===== config.mk =====
export PLATFORM = sky130hd
export DESIGN_NAME = balance_robot_cascade_controller
export DESIGN_NICKNAME = d
export VERILOG_FILES = /design/src/rtl/bcc_pkg.sv /design/src/rtl/bcc_serial_mac.sv /design/src/rtl/bcc_drive_map.sv /design/src/rtl/balance_robot_cascade_controller.sv
export SDC_FILE = /design/constraint.sdc
export NUM_CORES = 2
export LEC_CHECK = 0
export ABC_AREA = 1
export BUFFER_PORTS_ARGS = -buffer_cell sky130_fd_sc_hd__buf_2
export CORE_MARGIN = 3
export CORE_UTILIZATION = 30
export CTS_CLUSTER_SIZE = 40
export DETAILED_ROUTE_END_ITERATION = 12
export GPL_ROUTABILITY_DRIVEN = 0
export PLACE_DENSITY_LB_ADDON = 0.15
export SLEW_MARGIN = 40
export SYNTH_ARGS = -nofsm -noshare
export SYNTH_HDL_FRONTEND = slang
export SYNTH_SLANG_ARGS = --single-unit

===== constraint.sdc =====
create_clock -name clk -period 19.95 [get_ports clk]
set_input_delay 3.99 -clock clk [delete_from_list [all_inputs] [get_ports clk]]
set_output_delay 3.99 -clock clk [all_outputs]
set_load 0.05 [all_outputs]

===== src/rtl/bcc_pkg.sv =====
// Shared types, constants and helpers for the balance robot cascade controller.
// No dependencies; used by every module in rtl/.
package bcc_pkg;

	localparam int ACC_W = 60;
	localparam int MPL_W = 16;

	typedef logic signed [ACC_W-1:0] acc_t;
	typedef logic [MPL_W-1:0]        mpl_t;
	typedef logic signed [19:0]      bal_t;
	typedef logic signed [33:0]      vel_t;
	typedef logic signed [19:0]      trn_t;
	typedef logic signed [35:0]      mix_t;
	typedef logic signed [11:0]      drv_t;
	typedef logic signed [39:0]      filt_t;
	typedef logic signed [31:0]      integ_t;
	typedef logic signed [41:0]      isum_t;
	typedef logic [10:0]             cmp_t;

	typedef struct packed {
		logic signed [15:0] tilt_angle;
		logic signed [15:0] tilt_rate;
		logic signed [15:0] turn_rate;
		logic signed [15:0] left_speed;
		logic signed [15:0] right_speed;
		logic [6:0]         line_center;
		logic [11:0]        line_contrast;
		logic               stop_key;
	} meas_t;

	typedef struct packed {
		drv_t left_drive;
		drv_t right_drive;
		cmp_t left_compare_a;
		cmp_t left_compare_b;
		cmp_t right_compare_a;
		cmp_t right_compare_b;
		logic drive_off;
	} drive_t;

	typedef struct packed {
		logic go;
		logic keep;
		acc_t init;
		acc_t mcand;
		mpl_t mplier;
	} mac_cmd_t;

	localparam logic [2:0] REG_BALANCE_OFFSET = 3'd0;
	localparam logic [2:0] REG_BALANCE_KP     = 3'd1;
	localparam logic [2:0] REG_BALANCE_KD     = 3'd2;
	localparam logic [2:0] REG_VELOCITY_KP    = 3'd3;
	localparam logic [2:0] REG_VELOCITY_KI    = 3'd4;
	localparam logic [2:0] REG_TURN_KP        = 3'd5;
	localparam logic [2:0] REG_TURN_KD        = 3'd6;
	localparam logic [2:0] REG_TILT_LIMIT     = 3'd7;

	// 0.8 and 0.2 in Q16
	localparam mpl_t FILT_KEEP = 16'd52429;
	localparam mpl_t FILT_NEW  = 16'd13107;

	localparam acc_t   FILT_MAX       = 60'sh7F_FFFF_FFFF;
	localparam acc_t   FILT_MIN       = -60'sh80_0000_0000;
	localparam isum_t  INTEG_BIAS     = 42'sd393216;
	localparam isum_t  INTEG_LIM      = 42'sd327680000;
	localparam logic [11:0] CONTRAST_LIMIT = 12'd310;
	localparam trn_t   TURN_FORCED    = 20'sd1800;
	localparam logic signed [7:0] LINE_HALF = 8'sd64;
	localparam cmp_t   PWM_PERIOD     = 11'd2000;
	localparam mix_t   DRIVE_LIMIT    = 36'sd2000;

	// arithmetic shift right rounding toward zero
	function automatic acc_t shr_trunc(acc_t x, int n);
		acc_t bias;
		bias = x[ACC_W-1] ? ((acc_t'(1) <<< n) - acc_t'(1)) : '0;
		return (x + bias) >>> n;
	endfunction

	function automatic drv_t clamp_drive(mix_t x);
		mix_t y;
		if (x > DRIVE_LIMIT)
			y = DRIVE_LIMIT;
		else if (x < -DRIVE_LIMIT)
			y = -DRIVE_LIMIT;
		else
			y = x;
		return y[11:0];
	endfunction

endpackage


===== src/rtl/bcc_serial_mac.sv =====
// Bit-serial shift-add multiply-accumulate unit: one multiplier bit per cycle.
// Depends on bcc_pkg.
module bcc_serial_mac (
	input  logic               clk,
	input  logic               arst_n,
	input  bcc_pkg::mac_cmd_t  cmd,
	output bcc_pkg::acc_t      acc,
	output logic               busy
);

	bcc_pkg::acc_t acc_q;
	bcc_pkg::acc_t mcand_q;
	bcc_pkg::mpl_t mplier_q;
	logic          busy_q;

	always_ff @(posedge clk or negedge arst_n) begin
		if (!arst_n) begin
			busy_q <= 1'b0;
		end else if (cmd.go) begin
			busy_q <= (cmd.mplier != '0);
		end else if (busy_q) begin
			busy_q <= (mplier_q[bcc_pkg::MPL_W-1:1] != '0);
		end
	end

	always_ff @(posedge clk) begin
		if (cmd.go) begin
			acc_q    <= cmd.keep ? acc_q : cmd.init;
			mcand_q  <= cmd.mcand;
			mplier_q <= cmd.mplier;
		end else if (busy_q) begin
			if (mplier_q[0])
				acc_q <= acc_q + mcand_q;
			mcand_q  <= mcand_q <<< 1;
			mplier_q <= mplier_q >> 1;
		end
	end

	assign acc  = acc_q;
	assign busy = busy_q;

`ifndef SYNTHESIS
	a_zero_mplier_idle: assert property (@(posedge clk) disable iff (!arst_n)
		cmd.go && cmd.mplier == '0 |=> !busy_q)
		else $error("serial mac busy after zero multiplier");
	a_mplier_runs: assert property (@(posedge clk) disable iff (!arst_n)
		cmd.go && cmd.mplier != '0 |=> busy_q)
		else $error("serial mac did not start");
	a_busy_has_bits: assert property (@(posedge clk) disable iff (!arst_n)
		busy_q |-> mplier_q != '0)
		else $error("serial mac busy with empty multiplier");
`endif

endmodule


===== src/rtl/bcc_drive_map.sv =====
// Maps the two clamped wheel mixes onto complementary PWM compare pairs, all zero when off.
// Depends on bcc_pkg.
module bcc_drive_map (
	input  bcc_pkg::drv_t   mix_l,
	input  bcc_pkg::drv_t   mix_r,
	input  logic            off,
	output bcc_pkg::drive_t drive
);

	bcc_pkg::drv_t mag_l;
	bcc_pkg::drv_t mag_r;
	bcc_pkg::cmp_t cmp_l;
	bcc_pkg::cmp_t cmp_r;

	always_comb begin
		mag_l = mix_l[11] ? -mix_l : mix_l;
		mag_r = mix_r[11] ? -mix_r : mix_r;
		cmp_l = bcc_pkg::PWM_PERIOD - mag_l[10:0];
		cmp_r = bcc_pkg::PWM_PERIOD - mag_r[10:0];

		drive.left_drive  = mix_l;
		drive.right_drive = mix_r;
		drive.drive_off   = off;
		if (off) begin
			drive.left_compare_a  = '0;
			drive.left_compare_b  = '0;
			drive.right_compare_a = '0;
			drive.right_compare_b = '0;
		end else begin
			if (mix_l > 12'sd0) begin
				drive.left_compare_a = bcc_pkg::PWM_PERIOD;
				drive.left_compare_b = cmp_l;
			end else begin
				drive.left_compare_a = cmp_l;
				drive.left_compare_b = bcc_pkg::PWM_PERIOD;
			end
			if (mix_r > 12'sd0) begin
				drive.right_compare_a = cmp_r;
				drive.right_compare_b = bcc_pkg::PWM_PERIOD;
			end else begin
				drive.right_compare_a = bcc_pkg::PWM_PERIOD;
				drive.right_compare_b = cmp_r;
			end
		end
	end

endmodule


===== src/rtl/balance_robot_cascade_controller.sv =====
// Balance robot cascade controller top level: sequencer, state and config registers.
// Depends on bcc_pkg, bcc_serial_mac and bcc_drive_map.

// One measurement beat in gives one drive beat out. All eight gain products run
// on a single bit-serial multiplier that consumes one gain bit per cycle, so the
// time per product grows with the bit length of that product's gain, which is
// 16 and 14 bits for the fixed filter constants. A new measurement beat is taken
// once the previous item has been handed to the output register, which holds its
// drive beat until taken. Configuration writes are always ready and take effect
// at once, so a write during an item changes the products it has yet to issue.
module balance_robot_cascade_controller (
	input  logic            clk,
	input  logic            arst_n,
	input  logic            meas_valid,
	output logic            meas_stall,
	input  bcc_pkg::meas_t  meas,
	output logic            cmd_valid,
	input  logic            cmd_stall,
	output bcc_pkg::drive_t cmd,
	input  logic            cfg_valid,
	output logic            cfg_ready,
	input  logic [2:0]      cfg_index,
	input  logic [15:0]     cfg_data
);

	localparam logic [2:0] ST_IDLE  = 3'd0;
	localparam logic [2:0] ST_ISSUE = 3'd1;
	localparam logic [2:0] ST_WAIT  = 3'd2;
	localparam logic [2:0] ST_MIX   = 3'd3;
	localparam logic [2:0] ST_OUT   = 3'd4;

	localparam logic [2:0] STEP_BAL_A = 3'd0;
	localparam logic [2:0] STEP_BAL_B = 3'd1;
	localparam logic [2:0] STEP_FLT_A = 3'd2;
	localparam logic [2:0] STEP_FLT_B = 3'd3;
	localparam logic [2:0] STEP_VEL_A = 3'd4;
	localparam logic [2:0] STEP_VEL_B = 3'd5;
	localparam logic [2:0] STEP_TRN_A = 3'd6;
	localparam logic [2:0] STEP_TRN_B = 3'd7;

	logic [2:0] state_q;
	logic [2:0] step_q;

	logic signed [15:0] offset_q;
	logic [9:0]         bkp_q;
	logic [9:0]         bkd_q;
	logic [7:0]         vkp_q;
	logic [9:0]         vki_q;
	logic [7:0]         tkp_q;
	logic [9:0]         tkd_q;
	logic [14:0]        limit_q;

	bcc_pkg::meas_t  meas_q;
	logic            stop_q;
	logic            off_q;
	bcc_pkg::filt_t  filt_q;
	bcc_pkg::integ_t integ_q;
	bcc_pkg::bal_t   bal_q;
	bcc_pkg::vel_t   vel_q;
	bcc_pkg::trn_t   turn_q;
	bcc_pkg::drv_t   mix_l_q;
	bcc_pkg::drv_t   mix_r_q;
	bcc_pkg::drive_t cmd_q;
	logic            cmd_valid_q;

	bcc_pkg::mac_cmd_t mac_cmd;
	bcc_pkg::acc_t     mac_acc;
	logic              mac_busy;
	bcc_pkg::drive_t   map_out;

	logic               meas_take;
	logic               stop_next;
	logic signed [16:0] tilt_ext;
	logic signed [16:0] limit_ext;
	logic signed [16:0] tilt_err;
	logic signed [16:0] speed_sum;
	logic signed [7:0]  line_err;
	bcc_pkg::acc_t      bal_full;
	bcc_pkg::acc_t      vel_full;
	bcc_pkg::acc_t      trn_full;
	bcc_pkg::filt_t     filt_sat;
	bcc_pkg::isum_t     integ_sum;
	bcc_pkg::integ_t    integ_sat;
	bcc_pkg::mix_t      sum_l;
	bcc_pkg::mix_t      sum_r;
	logic               out_free;

	bcc_serial_mac u_mac (
		.clk    (clk),
		.arst_n (arst_n),
		.cmd    (mac_cmd),
		.acc    (mac_acc),
		.busy   (mac_busy)
	);

	bcc_drive_map u_map (
		.mix_l (mix_l_q),
		.mix_r (mix_r_q),
		.off   (off_q),
		.drive (map_out)
	);

	assign meas_stall = (state_q != ST_IDLE);
	assign meas_take  = meas_valid && !meas_stall;
	assign cfg_ready  = 1'b1;
	assign cmd_valid  = cmd_valid_q;
	assign cmd        = cmd_q;
	assign out_free   = !cmd_valid_q || !cmd_stall;

	always_comb begin
		stop_next = stop_q ^ meas.stop_key;
		tilt_ext  = 17'(meas.tilt_angle);
		limit_ext = signed'({2'b00, limit_q});
		tilt_err  = 17'(meas_q.tilt_angle) - 17'(offset_q);
		speed_sum = 17'(meas_q.left_speed) + 17'(meas_q.right_speed);
		line_err  = bcc_pkg::LINE_HALF - signed'({1'b0, meas_q.line_center});

		bal_full = bcc_pkg::shr_trunc(mac_acc, 8);
		vel_full = bcc_pkg::shr_trunc(mac_acc, 24);
		trn_full = bcc_pkg::shr_trunc(mac_acc, 8);

		if (mac_acc > bcc_pkg::FILT_MAX)
			filt_sat = bcc_pkg::FILT_MAX[39:0];
		else if (mac_acc < bcc_pkg::FILT_MIN)
			filt_sat = bcc_pkg::FILT_MIN[39:0];
		else
			filt_sat = mac_acc[39:0];

		integ_sum = 42'(integ_q) + 42'(filt_q) + bcc_pkg::INTEG_BIAS;
		if (integ_sum > bcc_pkg::INTEG_LIM)
			integ_sat = bcc_pkg::INTEG_LIM[31:0];
		else if (integ_sum < -bcc_pkg::INTEG_LIM)
			integ_sat = -bcc_pkg::INTEG_LIM[31:0];
		else
			integ_sat = integ_sum[31:0];

		sum_l = 36'(bal_q) + 36'(vel_q) - 36'(turn_q);
		sum_r = 36'(bal_q) + 36'(vel_q) + 36'(turn_q);
	end

	// multiplier command for the current product
	always_comb begin
		mac_cmd = '0;
		if (state_q == ST_ISSUE) begin
			mac_cmd.go = 1'b1;
			case (step_q)
				STEP_BAL_A: begin
					mac_cmd.mcand  = bcc_pkg::acc_t'(tilt_err);
					mac_cmd.mplier = bcc_pkg::mpl_t'(bkp_q);
				end
				STEP_BAL_B: begin
					mac_cmd.keep   = 1'b1;
					mac_cmd.mcand  = bcc_pkg::acc_t'(meas_q.tilt_rate);
					mac_cmd.mplier = bcc_pkg::mpl_t'(bkd_q);
				end
				STEP_FLT_A: begin
					mac_cmd.mcand  = bcc_pkg::acc_t'(filt_q);
					mac_cmd.mplier = bcc_pkg::FILT_KEEP;
				end
				STEP_FLT_B: begin
					mac_cmd.init   = mac_acc >>> 16;
					mac_cmd.mcand  = bcc_pkg::acc_t'(speed_sum);
					mac_cmd.mplier = bcc_pkg::FILT_NEW;
				end
				STEP_VEL_A: begin
					mac_cmd.mcand  = bcc_pkg::acc_t'(filt_q) <<< 8;
					mac_cmd.mplier = bcc_pkg::mpl_t'(vkp_q);
				end
				STEP_VEL_B: begin
					mac_cmd.keep   = 1'b1;
					mac_cmd.mcand  = bcc_pkg::acc_t'(integ_q);
					mac_cmd.mplier = bcc_pkg::mpl_t'(vki_q);
				end
				STEP_TRN_A: begin
					mac_cmd.mcand  = bcc_pkg::acc_t'(line_err) <<< 8;
					mac_cmd.mplier = bcc_pkg::mpl_t'(tkp_q);
				end
				STEP_TRN_B: begin
					mac_cmd.keep   = 1'b1;
					mac_cmd.mcand  = -bcc_pkg::acc_t'(meas_q.turn_rate);
					mac_cmd.mplier = bcc_pkg::mpl_t'(tkd_q);
				end
				default: begin
					mac_cmd.keep = 1'b1;
				end
			endcase
		end
	end

	always_ff @(posedge clk or negedge arst_n) begin
		if (!arst_n) begin
			offset_q <= '0;
			bkp_q    <= 10'd300;
			bkd_q    <= 10'd215;
			vkp_q    <= 8'd96;
			vki_q    <= 10'd212;
			tkp_q    <= 8'd17;
			tkd_q    <= 10'd0;
			limit_q  <= 15'd10240;
		end else if (cfg_valid && cfg_ready) begin
			case (cfg_index)
				bcc_pkg::REG_BALANCE_OFFSET: offset_q <= cfg_data;
				bcc_pkg::REG_BALANCE_KP:     bkp_q    <= cfg_data[9:0];
				bcc_pkg::REG_BALANCE_KD:     bkd_q    <= cfg_data[9:0];
				bcc_pkg::REG_VELOCITY_KP:    vkp_q    <= cfg_data[7:0];
				bcc_pkg::REG_VELOCITY_KI:    vki_q    <= cfg_data[9:0];
				bcc_pkg::REG_TURN_KP:        tkp_q    <= cfg_data[7:0];
				bcc_pkg::REG_TURN_KD:        tkd_q    <= cfg_data[9:0];
				bcc_pkg::REG_TILT_LIMIT:     limit_q  <= cfg_data[14:0];
				default: begin
				end
			endcase
		end
	end

	always_ff @(posedge clk or negedge arst_n) begin
		if (!arst_n) begin
			state_q     <= ST_IDLE;
			step_q      <= STEP_BAL_A;
			stop_q      <= 1'b1;
			filt_q      <= '0;
			integ_q     <= '0;
			cmd_valid_q <= 1'b0;
		end else begin
			if (state_q == ST_OUT && out_free)
				cmd_valid_q <= 1'b1;
			else if (cmd_valid_q && !cmd_stall)
				cmd_valid_q <= 1'b0;
			case (state_q)
				ST_IDLE: begin
					if (meas_take) begin
						stop_q  <= stop_next;
						step_q  <= STEP_BAL_A;
						state_q <= ST_ISSUE;
					end
				end
				ST_ISSUE: begin
					if (step_q == STEP_VEL_A)
						integ_q <= integ_sat;
					state_q <= ST_WAIT;
				end
				ST_WAIT: begin
					if (!mac_busy) begin
						if (step_q == STEP_FLT_B)
							filt_q <= filt_sat;
						if (step_q == STEP_VEL_B && off_q)
							integ_q <= '0;
						if (step_q == STEP_TRN_B) begin
							state_q <= ST_MIX;
						end else begin
							step_q  <= step_q + 3'd1;
							state_q <= ST_ISSUE;
						end
					end
				end
				ST_MIX: begin
					state_q <= ST_OUT;
				end
				ST_OUT: begin
					if (out_free)
						state_q <= ST_IDLE;
				end
				default: begin
					state_q <= ST_IDLE;
				end
			endcase
		end
	end

	always_ff @(posedge clk) begin
		if (meas_take) begin
			meas_q <= meas;
			off_q  <= stop_next || (tilt_ext > limit_ext) || (tilt_ext < -limit_ext);
		end
		if (state_q == ST_WAIT && !mac_busy) begin
			case (step_q)
				STEP_BAL_B: bal_q <= bal_full[19:0];
				STEP_VEL_B: vel_q <= vel_full[33:0];
				STEP_TRN_B: begin
					if (meas_q.line_contrast > bcc_pkg::CONTRAST_LIMIT)
						turn_q <= bcc_pkg::TURN_FORCED;
					else
						turn_q <= trn_full[19:0];
				end
				default: begin
				end
			endcase
		end
		if (state_q == ST_MIX) begin
			mix_l_q <= bcc_pkg::clamp_drive(sum_l);
			mix_r_q <= bcc_pkg::clamp_drive(sum_r);
		end
		if (state_q == ST_OUT && out_free)
			cmd_q <= map_out;
	end

`ifndef SYNTHESIS
	a_issue_when_free: assert property (@(posedge clk) disable iff (!arst_n)
		mac_cmd.go |-> !mac_busy)
		else $error("product issued while multiplier busy");
	a_off_zero_compares: assert property (@(posedge clk) disable iff (!arst_n)
		cmd_valid_q && cmd_q.drive_off |-> cmd_q.left_compare_a == '0 &&
			cmd_q.left_compare_b == '0 && cmd_q.right_compare_a == '0 &&
			cmd_q.right_compare_b == '0)
		else $error("compare active with drive off");
`endif

endmodule

# Word-level counts from Yosys, hierarchy flattened
# Index checks and enable logic that the tools add are counted.
# W data, S select, Z words.
[word_totals]
reg_bits = 571
word_cells = 195
[op_classes]
add_sub_neg = 18
n_lt_le_gt_ge = 13
n_eq_ne = 26
mux = 41
bitwise = 4
n_reduce_logical = 48
[ops]
columns = ["operator", "n"]
rows = [
  ["$pmux W76 S8", 1],
  ["$mux W60", 7],
  ["$mux W32", 5],
  ["$mux W138", 1],
  ["$mux W40", 2],
  ["$gt A36 B12 Y1 const B", 2],
  ["$lt A36 B12 Y1 const B", 2],
  ["$pmux W32 S2", 1],
  ["$add A60 B60 Y60", 1],
  ["$gt A60 B40 Y1 const B", 1],
  ["$lt A60 B40 Y1 const B", 1],
  ["$neg A16 Y60", 1],
  ["$add A58 B25 Y58", 1],
  ["$mux W22", 2],
  ["$add A41 B20 Y42 const B", 1],
  ["$gt A42 B30 Y1 const B", 1],
  ["$lt A42 B30 Y1 const B", 1],
  ["$add A32 B40 Y41", 1],
  ["$add A35 B20 Y36", 1],
  ["$sub A35 B20 Y36", 1],
  ["$add A20 B34 Y35", 1],
  ["$mux W16", 2],
  ["$add A28 B9 Y28", 1],
  ["$eq A3 B3 Y1 const B", 9],
  ["other kinds (40)", 103],
]

# Depth between registers and ports, before layout
[depth]
depth_word = 7
depth_mapped = 33

# Modules after synthesis
# From an unflattened synthesis, not the netlist that was laid out.
[hier_totals]
hier_cells = 6780
hier_area_um2 = 47186.5
[by_module_without_submodules]
columns = ["mod", "n_inst", "cells_per_inst", "area_each_um2", "seq_area_each_um2"]
rows = [
  ["balance_robot_cascade_controller", 1, 4765, 34321.7, 12223.0],
  ["bcc_serial_mac", 1, 1706, 11255.8, 4108.9],
  ["bcc_drive_map", 1, 309, 1609.0, 0.0],
]

# Least setup slack after synthesis
# No wires, ideal clock.
[synth_path]
kind = "input to register"
start = "input port meas_valid"
end = "register step_q[0]"
setup_time_ns = 0.083
arrival_time_ns = 9.140
required_ns = 19.867
path_slack_ns = 10.727
path_stages = 8
cell_sequence = "inv_1 nor2_1 inv_1 nand2_1 nand2_1 inv_1 nand2_1 o21ai_0"
[synth_between]
elab_chain_len = 3
[synth_lines]
columns = ["item", "line", "source"]
rows = [
  ["from (decl)", "balance_robot_cascade_controller.sv:14", "input logic meas_valid,"],
  ["$logic_and A1 B1 Y1", "balance_robot_cascade_controller.sv:104", "assign meas_take = meas_valid && !meas_stall;"],
  ["via meas_take", "balance_robot_cascade_controller.sv:71", "logic meas_take;"],
  ["$ne A2 B2 Y1 (no line)", "-", ""],
  ["$reduce_and A4 Y1 (no line)", "-", ""],
  ["to (signal assigned)", "balance_robot_cascade_controller.sv:251", "step_q <= step_q + 3'd1;"],
  ["to (decl)", "balance_robot_cascade_controller.sv:42", "logic [2:0] step_q;"],
]
# The timed path passes the listed nets, and every way through them passes these cells.
# A chain may end at the register's enable or synchronous reset.

# Final worst setup path
[layout_path]
start = "register state_q[2]"
end = "output port meas_stall"
[layout_between]
elab_chain_len = 1
[layout_lines]
columns = ["item", "line", "source"]
rows = [
  ["from (decl)", "balance_robot_cascade_controller.sv:41", "logic [2:0] state_q;"],
  ["from (signal assigned)", "balance_robot_cascade_controller.sv:218", "state_q <= ST_IDLE;"],
  ["from (signal assigned)", "balance_robot_cascade_controller.sv:234", "state_q <= ST_ISSUE;"],
  ["from (signal assigned)", "balance_robot_cascade_controller.sv:240", "state_q <= ST_WAIT;"],
  ["$reduce_bool A3 Y1", "balance_robot_cascade_controller.sv:103", "assign meas_stall = (state_q != ST_IDLE);"],
  ["to (decl)", "balance_robot_cascade_controller.sv:15", "output logic meas_stall,"],
]
# No other way between the ends.

==> run_results.csv <==
group,metric,value,unit
synthesis,synth-edff-count,403,
place,dpl.hpwl,132,mm
critical_path,critPathLaunch,"state_q[2]$_DFFE_PN0P_",
sta,worstMarginPinSlew,0.874,ns
clock_tree,cts-root-buf,"clkbuf_16",
power_and_ir_drop,ir_drop,75.1,uV
floorplanning,dieArea,150000,um2
critical_path,worst-setup-path-type,"flip-flop to output port",
worst_hold_path,hold_start,"mix_l_q[9]$_SDFFCE_PN1P_",
drt,viasPerCell,5.12,
drt,routed_wl,164,mm
drt,first_pass_iters,6,
synthesis,synth_nets,6302,
synthesis,syn_area,43700,um2
clock_tree,ctsHtreeMaxLevel,3,
floorplanning,rows,139,
sta,worst_slack,13.91,ns
power_and_ir_drop,p_leak,0.0224,uW
cells_and_area,fillCellCount,15503,
synthesis,yosys_most_used_dff,"edfxtp_1",
cells_and_area,nets,6484,
floorplanning,start_util,0.303,
drt,wl_per_cell,20.6,um
cells_and_area,drive_gt1_frac,0.0734,
sta,clock.fmax,166,MHz
sta,min_period,6.04,ns
clock_tree,cts_buffer_depth,3,
floorplanning,io_pins,196,
clock_tree,cts.reportedPaths.clkPinSlew,0.06,ns
drt,drt_iter0_markers,3030,
global_route,grt_pass1_wl,245,mm
critical_path,worst-path-max-fanout,4,
worst_hold_path,hold_class,"flip-flop to flip-flop",
cells_and_area,final_util,0.341,
critical_path,crit_required,15.96,ns
cells_and_area,final_cells,7955,
floorplanning,die_w,388,um
clock_tree,tritoncts,"built",
place,dpl.cell_count,7829,
run_status,status,"completed",
floorplanning,dieHeight,388,um
synthesis,ys_types,65,
cells_and_area,syn2layout_area_growth,12.6,%
clock_tree,ctsResizeCount,0,
drt,drc,0,
sta,hold_violations,0,
clock_tree,hold_buffers,0,
place,io_buffers,194,
sta,finalSetupViolations,0,
clock_tree,clk_latency,0.70,ns
synthesis,yosys_warnings,0,
critical_path,endpoint_kind,"output port",
power_and_ir_drop,power_density,135,nW/um2
sta,whs,0.483,ns
clock_tree,post_cts_buffers,0,
clock_tree,numCtsBuffers,70,
synthesis,syn_avg_cell_area,7.51,um2
sta,maxSlewViolCount,0,
sta,period_share,0.303,
sta,relSlewSlack,0.417,
global_route,overflow,0,
sta,skew,0.0788,ns
floorplanning,core-area,144000,um2
place,pre_cts_slack,13.69,ns
synthesis,syn_inst,5816,
critical_path,r2r_start,"bal_q[6]$_DFFE_PP_",
sta,finalSetupTns,0,ns
global_route,antenna_found_initial,5,
critical_path,cp-start-kind,"flip-flop",
synthesis,yosysSeqAreaShare,0.374,
global_route,grt_pass1_vias,39845,
global_route,grtUsageTotal,0.213,
global_route,grt_max_degree,78,
job,drv_cap,0,
synthesis,ys_ff_latch,571,
drt,num_vias,40748,
sta,rsz0062_at_grt,"no",
synthesis,async_reset_ff_frac,0.294,
cells_and_area,antenna_cells,0,
clock_tree,cts_sinks,571,
drt,ant_nets,0,
critical_path,arrival,2.05,ns
[kinds of logic after synthesis]
group           after synthesis  share of synthesized area
simple gates               2706                      0.259
compound gates             1108                      0.147
buf+inv                     884                     0.0777
flops                       571                      0.374
fa+ha+maj                   362                      0.105
xor+xnor                    184                     0.0371
other cells                   1                  0.0000858
[worst max-delay path, stage by stage (launching register included)]
cell     delay [ns]
dfrtp_1        0.42
nor2_1         0.46
nand2_1        0.20
buf_2          0.27
[per-stage QoR]
stage	power (uW)	area, um2
after detailed placement	5330	46900
after floorplan	4210	43700
after global routing	7140	49200
final	6650	49200
after CTS	6670	49200
after global placement	5320	46800
[power breakdown]
group          switching [uW]  internal (uW)  total (uW)
sequential                392           1760        2150
clock                     561            743        1300
combinational            2180           1020        3200
[cell usage in the layout, fill, tap and decap left out, types with 37 or more instances in the layout]
| master | synthesis | layout |
|---|---|---|
| buf_2 | 12 | 193 |
| nor4_1 | 42 | 42 |
| a21oi_1 | 428 | 428 |
| o21ai_0 | 337 | 337 |
| nand2_1 | 1492 | 1489 |
| inv_1 | 752 | 749 |
| ha_1 | 355 | 355 |
| dfrtp_1 | 147 | 147 |
| nand3_1 | 316 | 316 |
| o21a_1 | 53 | 53 |
| xor2_1 | 137 | 137 |
| edfxtp_1 | 403 | 403 |
| xnor2_1 | 46 | 46 |
| o22ai_1 | 39 | 39 |
| nor3_1 | 106 | 103 |
| a22oi_1 | 37 | 37 |
| nor2_1 | 570 | 565 |
| nand4_1 | 86 | 86 |
| clkbuf_16 | 0 | 73 |
[cell usage after synthesis, types with 15 or more instances]
master	n	area, um2
nand3_1	316	1580
nor2_1	570	2140
a221oi_1	21	184
o22ai_1	39	244
dfstp_2	21	552
a21oi_1	428	2140
nand2_1	1492	5600
o21a_1	53	398
edfxtp_1	403	12100
ha_1	355	4440
a31oi_1	20	125
nand4_1	86	538
xor2_1	137	1200
a22oi_1	37	278
nand2_2	23	144
nand3b_1	18	135
o21bai_1	23	173
xnor2_1	46	403
nor3_1	106	531
inv_1	752	2820
dfrtp_1	147	3680
a21o_1	17	128
or2_2	15	93.8
nor4_1	42	263
o21ai_0	337	1690
clkbuf_1	83	312
[worst paths after layout]
path / depth (start not counted) / end / slack, ns
worst min-delay path: 0 / cmd[66]$_DFFE_PP_ / 0.48
worst max-delay path: 3 / meas_stall / 13.91
max in group asynchronous: 3 / filt_q[30]$_DFFE_PN0P_ / 14.89
worst max register to register: 29 / mix_l_q[0]$_SDFFCE_PP0P_ / 14.40
worst min register to register: 0 / cmd[66]$_DFFE_PP_ / 0.48
min in group asynchronous: 1 / limit_q[12]$_DFFE_PN0P_ / 3.24
[routing by layer]
layer / wire length (um) / GRT usage / share of wire / vias to the layer above
met3: 8500 / 0.0291 / 0.052 / 251
li1: - / - / - / 19995
met4: 6200 / 0.0741 / 0.038 / 10
met2: 76300 / 0.358 / 0.47 / 1176
met5: 69 / 0 / 0.00042 / -
met1: 72800 / 0.280 / 0.44 / 19316
[sequential cells by signal, indices dropped and copies added, names as in the netlist, 8 cells and up]
signal	count
tkp_q	8
u_mac.acc	60
integ_q	32
bkp_q	10
tkd_q	10
offset_q	16
cmd	69
turn_q	20
mix_l_q	12
bkd_q	10
meas_q	99
vkp_q	8
limit_q	15
vki_q	10
filt_q	40
u_mac.mcand_q	60
mix_r_q	12
u_mac.mplier_q	16
bal_q	20
vel_q	34
[layout make-up]
| type | count | area, um2 | area share |
|---|---|---|---|
| clock inverters | 30 | 353 | 0.00717 |
| flip-flops and latches | 571 | 16300 | 0.332 |
| well taps | 1903 | 2380 | 0.0484 |
| repair buffers | 224 | 1230 | 0.0250 |
| inverters | 770 | 2890 | 0.0588 |
| clock buffers | 96 | 1970 | 0.0401 |
| multi-input cells | 4361 | 24100 | 0.489 |
Note: power is estimated with default switching activity, not from simulation.
